$ cat src/rtl/bce_pkg.sv
`default_nettype none
// ----------------------------------------------------------------------------
// bce_pkg
// shared types and constants of the bezier curve evaluator
// ----------------------------------------------------------------------------
package bce_pkg;

	// fixed field widths of the channels
	localparam int OPCODE_W = 1;
	localparam int INDEX_W  = 3;
	localparam int COORD_W  = 32;
	localparam int PARAM_W  = 17;
	localparam int TAN_W    = 36;
	localparam int COUNT_W  = 4;

	// opcodes of an input word
	localparam logic [OPCODE_W-1:0] OP_LOAD = 1'b0;
	localparam logic [OPCODE_W-1:0] OP_EVAL = 1'b1;

	// register index, taken from paddr[2]
	localparam logic REG_POINT_COUNT = 1'b0;

	// reset value of point_count
	localparam logic [COUNT_W-1:0] POINT_COUNT_RST = 4'd1;

	typedef enum logic [2:0] {
		ST_IDLE,
		ST_MUL,
		ST_ADD,
		ST_SKIP,
		ST_FIN
	} bce_state_t;

	// commands from controller to datapath
	typedef struct packed {
		logic store_wr;
		logic load;
		logic mul;
		logic write;
		logic shift;
		logic tan_diff;
		logic tan_zero;
		logic capture;
	} bce_cmd_t;

endpackage
`default_nettype wire

$ cat src/rtl/bce_ctrl.sv
`default_nettype none
// ----------------------------------------------------------------------------
// bce_ctrl
// sequencer over de casteljau levels and steps, result handshake
// ----------------------------------------------------------------------------
module bce_ctrl #(
	parameter int MAX_POINTS = 8,
	parameter int IW         = 3
) (
	input  wire logic                          clk,
	input  wire logic                          arst_n,
	input  wire logic                          item_valid,
	input  wire logic [bce_pkg::OPCODE_W-1:0]  item_opcode,
	output logic                               item_ready,
	input  wire logic                          rsp_ready,
	output logic                               rsp_valid,
	input  wire logic [bce_pkg::COUNT_W-1:0]   point_count,
	output bce_pkg::bce_cmd_t                  cmd,
	output logic [IW-1:0]                      level,
	output logic [IW-1:0]                      fcount
);
	bce_pkg::bce_state_t state_q, state_d;
	logic [IW-1:0] level_q;
	logic [IW-1:0] step_q;
	logic [IW-1:0] nm1_q;
	logic [IW-1:0] nm1_new;
	logic          out_valid_q;
	logic          accept;

	// clamp the point count into 1..MAX_POINTS, kept as count minus one
	always_comb begin
		if (point_count == '0) begin
			nm1_new = '0;
		end else if (32'(point_count) > MAX_POINTS) begin
			nm1_new = IW'(MAX_POINTS - 1);
		end else begin
			nm1_new = IW'(point_count - bce_pkg::COUNT_W'(1));
		end
	end

	assign accept = item_valid && item_ready;

	always_ff @(posedge clk or negedge arst_n) begin
		if (!arst_n) begin
			state_q <= bce_pkg::ST_IDLE;
		end else begin
			state_q <= state_d;
		end
	end

	always_ff @(posedge clk or negedge arst_n) begin
		if (!arst_n) begin
			level_q     <= '0;
			step_q      <= '0;
			nm1_q       <= '0;
			out_valid_q <= 1'b0;
		end else begin
			if (cmd.load) begin
				nm1_q   <= nm1_new;
				level_q <= nm1_new;
				step_q  <= '0;
			end else if (cmd.write) begin
				step_q <= step_q + IW'(1);
			end else if (cmd.shift) begin
				level_q <= level_q - IW'(1);
				step_q  <= '0;
			end
			if (cmd.capture) begin
				out_valid_q <= 1'b1;
			end else if (rsp_ready) begin
				out_valid_q <= 1'b0;
			end
		end
	end

	always_comb begin
		state_d      = state_q;
		cmd          = '0;
		cmd.tan_diff = (level_q == nm1_q);
		item_ready   = 1'b0;
		case (state_q)
			bce_pkg::ST_IDLE: begin
				item_ready = 1'b1;
				if (accept) begin
					if (item_opcode == bce_pkg::OP_LOAD) begin
						cmd.store_wr = 1'b1;
					end else begin
						cmd.load = 1'b1;
						state_d  = (nm1_new == '0) ? bce_pkg::ST_FIN : bce_pkg::ST_MUL;
					end
				end
			end
			bce_pkg::ST_MUL: begin
				cmd.mul = 1'b1;
				state_d = bce_pkg::ST_ADD;
			end
			bce_pkg::ST_ADD: begin
				cmd.write = 1'b1;
				state_d   = (step_q == level_q - IW'(1)) ? bce_pkg::ST_SKIP : bce_pkg::ST_MUL;
			end
			bce_pkg::ST_SKIP: begin
				cmd.shift = 1'b1;
				state_d   = (level_q == IW'(1)) ? bce_pkg::ST_FIN : bce_pkg::ST_MUL;
			end
			bce_pkg::ST_FIN: begin
				cmd.tan_zero = (nm1_q == '0);
				if (!out_valid_q || rsp_ready) begin
					cmd.capture = 1'b1;
					state_d     = bce_pkg::ST_IDLE;
				end
			end
			default: begin
				state_d = bce_pkg::ST_IDLE;
			end
		endcase
	end

	assign rsp_valid = out_valid_q;
	assign level     = level_q;
	assign fcount    = nm1_q;

	// a step index stays inside its level while multiplying
	a_step_in_level: assert property (@(posedge clk) disable iff (!arst_n)
		state_q == bce_pkg::ST_MUL |-> step_q < level_q)
		else $error("step index beyond level");

	// the reduction never runs at level zero
	a_level_nonzero: assert property (@(posedge clk) disable iff (!arst_n)
		(state_q == bce_pkg::ST_MUL || state_q == bce_pkg::ST_ADD ||
		 state_q == bce_pkg::ST_SKIP) |-> level_q != '0)
		else $error("reduction at level zero");

	// a finished result waits while the output word is still held
	a_fin_waits: assert property (@(posedge clk) disable iff (!arst_n)
		state_q == bce_pkg::ST_FIN && out_valid_q && !rsp_ready
		|=> state_q == bce_pkg::ST_FIN)
		else $error("result overwrote a pending word");

	// a capture always presents a word
	a_capture_valid: assert property (@(posedge clk) disable iff (!arst_n)
		cmd.capture |=> out_valid_q)
		else $error("capture without valid");

endmodule
`default_nettype wire

$ cat config.mk
export PLATFORM = sky130hd
export DESIGN_NAME = bce_ctrl
export DESIGN_NICKNAME = d
export VERILOG_FILES = /design/src/rtl/bce_pkg.sv /design/src/rtl/bce_ctrl.sv
export SDC_FILE = /design/constraint.sdc
export NUM_CORES = 1
export LEC_CHECK = 0
export BUFFER_PORTS_ARGS = -buffer_cell sky130_fd_sc_hd__buf_2
export CAP_MARGIN = 30
export CORE_AREA = 2 2 46 90
export CTS_CLUSTER_DIAMETER = 150
export DETAILED_ROUTE_END_ITERATION = 12
export DIE_AREA = 0 0 48 92
export SYNTH_ARGS = -nofsm -noshare
export SYNTH_HDL_FRONTEND = slang
export SYNTH_SLANG_ARGS = --single-unit
$ cat constraint.sdc
create_clock -name clk -period 2.15 [get_ports clk]
set_input_delay 0.3225 -clock clk [delete_from_list [all_inputs] [get_ports clk]]
set_output_delay 0.3225 -clock clk [all_outputs]
set_load 0.05 [all_outputs]
==> results.sh <==
export IMPL_final_cells=164
export IMPL_route_vias_total=728
export IMPL_synth_compound_area_share=0.1155
export IMPL_period_share=0.9193
export IMPL_multi_input_area_sq_um=452.9
export IMPL_yosysMostFrequentCell="dfrtp_1"
export IMPL_required_ns=1.83
export IMPL_slew_headroom=0.7880
export IMPL_synth_common_cells="dfrtp_1, nand2_1, inv_1, nor2_1, xor2_1"
export IMPL_clk_pin_slew_ns=0.05
export IMPL_root_buffer="clkbuf_8"
export IMPL_core_sq_um=3804
export IMPL_yosysTopAreaCellShare=0.3951
export IMPL_min_period_ns=1.976
export IMPL_async_reset_ff_frac=1.000
export IMPL_ant_nets=0
export IMPL_grt_pass1_vias=800
export IMPL_start_util=0.2164
export IMPL_p_leak_nw=0.5627
export IMPL_power_mw=1.823
export IMPL_finish_net_count=127
export IMPL_seq_area_frac_synth=0.3951
export IMPL_fmax_mhz=506.0
export IMPL_synthDistinctLibCells=34
export IMPL_hp_class="in -> reg"
export IMPL_fin_ws_ns=0.1736
export IMPL_yosysWarningCount=0
export IMPL_synth_mux_area_frac=0.01672
export IMPL_cts_sinks=13
export IMPL_synth_cells=87
export IMPL_port_buffer_count=24
export IMPL_synthXorXnorAreaFrac=0.08511
export IMPL_antenna_cells=0
export IMPL_grt_busiest_layer="met2"
export IMPL_regArea_sq_um=325.3
export IMPL_drive_gt1_frac=0.3363
export IMPL_fp_dieArea_sq_um=4416
export IMPL_cap_violations=0
export IMPL_insertion_delay_ns=0.25
export IMPL_gr_usage_met3=0.007874
export IMPL_arrival_ns=1.65
export IMPL_routed_wl_um=2052
export IMPL_ys_top_cells_by_area="dfrtp_1, xor2_1, ha_1"
export IMPL_boundaryPins=25
export IMPL_dp_slack_ns=0.2990
export IMPL_postCtsSetupBuffers=0
export IMPL_use_met1=0.1072
export IMPL_wl_per_cell_um=12.51
export IMPL_grt_pass1_wl_um=3505
export IMPL_syn_nets=100
export IMPL_synth_avg_cell_area_sq_um=9.463
export IMPL_route_detailed_drc=0
export IMPL_worst_slew_pin_slew_ns=0.3173
export IMPL_vias_per_cell=4.439
export IMPL_grtUsageMet2=0.2011
export IMPL_htreeDepth=1
export IMPL_netlist_area_sq_um=823.3
export IMPL_critPathCaptureType="output port"
export IMPL_grt_max_degree=14
export IMPL_setup_viol=0
export IMPL_fp_dieW_um=48
export IMPL_antenna_found_initial=0
export IMPL_drt_iter0_drc=21
export IMPL_status="completed"
export IMPL_fin_hold_ws_ns=0.3961
export IMPL_setup_tns_ns=0
export IMPL_cp_max_fo=8
export IMPL_grtUsageTotal=0.1111
export IMPL_hold_viol_final=0
export IMPL_rsz0062_at_grt="false"
export IMPL_finalInstanceArea_sq_um=1067
export IMPL_die_height_um=92
export IMPL_path_class="reg -> out"
export IMPL_synth_top_cell_by_area="dfrtp_1"
export IMPL_grt_ovfl_total=0
export IMPL_row_count=32
export IMPL_synth_edf_count=0
export IMPL_dp_hpwl_um=1692
export IMPL_placed_cell_area_sq_um=1007
export IMPL_start_kind="register"
export IMPL_dp_cells=159
export IMPL_synth_simple_area_share=0.2219
export IMPL_clock_path_buffers=2
export IMPL_synth_top_family_by_area="simple AND/OR/NAND/NOR gates"
export IMPL_fillCellCount=423
export IMPL_synth_top_flop_cell="dfrtp_1"
export IMPL_cts_buffers=3
export IMPL_ys_seq_elements=13
export IMPL_synthAdderAreaFrac=0.08511
export IMPL_cts_tree="yes"
export IMPL_dr_pass1_iters=4
export IMPL_ir_drop_mv=0.7321
export IMPL_area_growth_pct=29.63
export IMPL_skew_ns=0.006582
export IMPL_post_route_util=0.2806
export IMPL_globalplace_congestion=0.8020
export IMPL_power_density_nw_per_um2=1708
export IMPL_slew_violations=0
-- per-layer routing --
metal,share of wire,vias up
met4,0.034,0
met5,0,-
met3,0.035,6
met1,0.35,352
li1,-,349
met2,0.58,21
-- worst paths after layout --
kind                                  from  cells past startpoint  slack, ns         end
worst max-delay path            state_q[2]                      4       0.17      cmd[6]
worst min-delay path             rsp_ready                      3       0.40   rsp_valid
worst max register to register  state_q[2]                      5       0.53    level[2]
worst min register to register   rsp_valid                      2       0.54   rsp_valid
max in group asynchronous           arst_n                      2       1.40  state_q[0]
min in group asynchronous           arst_n                      2       0.51  state_q[1]
-- flip-flops by register name, summed over array words and instances, names as in the netlist --
register / flops
state_q: 3
step_q: 3
level: 3
rsp_valid: 1
fcount: 3
-- timing repair --
item	4_1_cts	5_1_grt
setup endpoints to repair	0	1
resized for setup	0	1
hold buffers	1	0
hold endpoints to repair	13	0
-- kinds of logic after synthesis --
logic type,after synthesis
muxes,1
DFF,13
AOI/OAI and AO/OA,12
adders and majority gates,6
and+or+nand+nor,35
xor gates and xnor gates,8
buffers and inverters,12
-- critical path, stage by stage (launching register included) --
cell and delay, ns:
dfrtp_1 0.43, nand3b_1 0.21, or3_4 0.42, clkinv_8 0.09, buf_2 0.25
-- layout by cell type, fill, tap and decap left out, drive strengths merged, types with 2 or more instances in the layout --
cell type and n:
buf 25, dfrtp 13, nand2 10, inv 7, nor2 7, xor2 7
ha 4, clkbuf 4, nand2b 3, nor3 3, nor3b 2, o32ai 2
nand3 2, a21oi 2, maj3 2, nand3b 2, or3 2, a211o 2
-- where the power goes --
group          internal (mW)  switching [mW]
Sequential             0.350           0.153
Combinational          0.335           0.763
Clock                  0.131          0.0908
-- layout make-up --
cell class	instances	share of cell area
tap	51	0.05979
inverter	8	0.03986
timing repair buffer	26	0.1290
sequential	13	0.3048
multi-input combinational	62	0.4244
clock buffer	4	0.04220
Note: power is estimated with default switching activity, not from simulation.
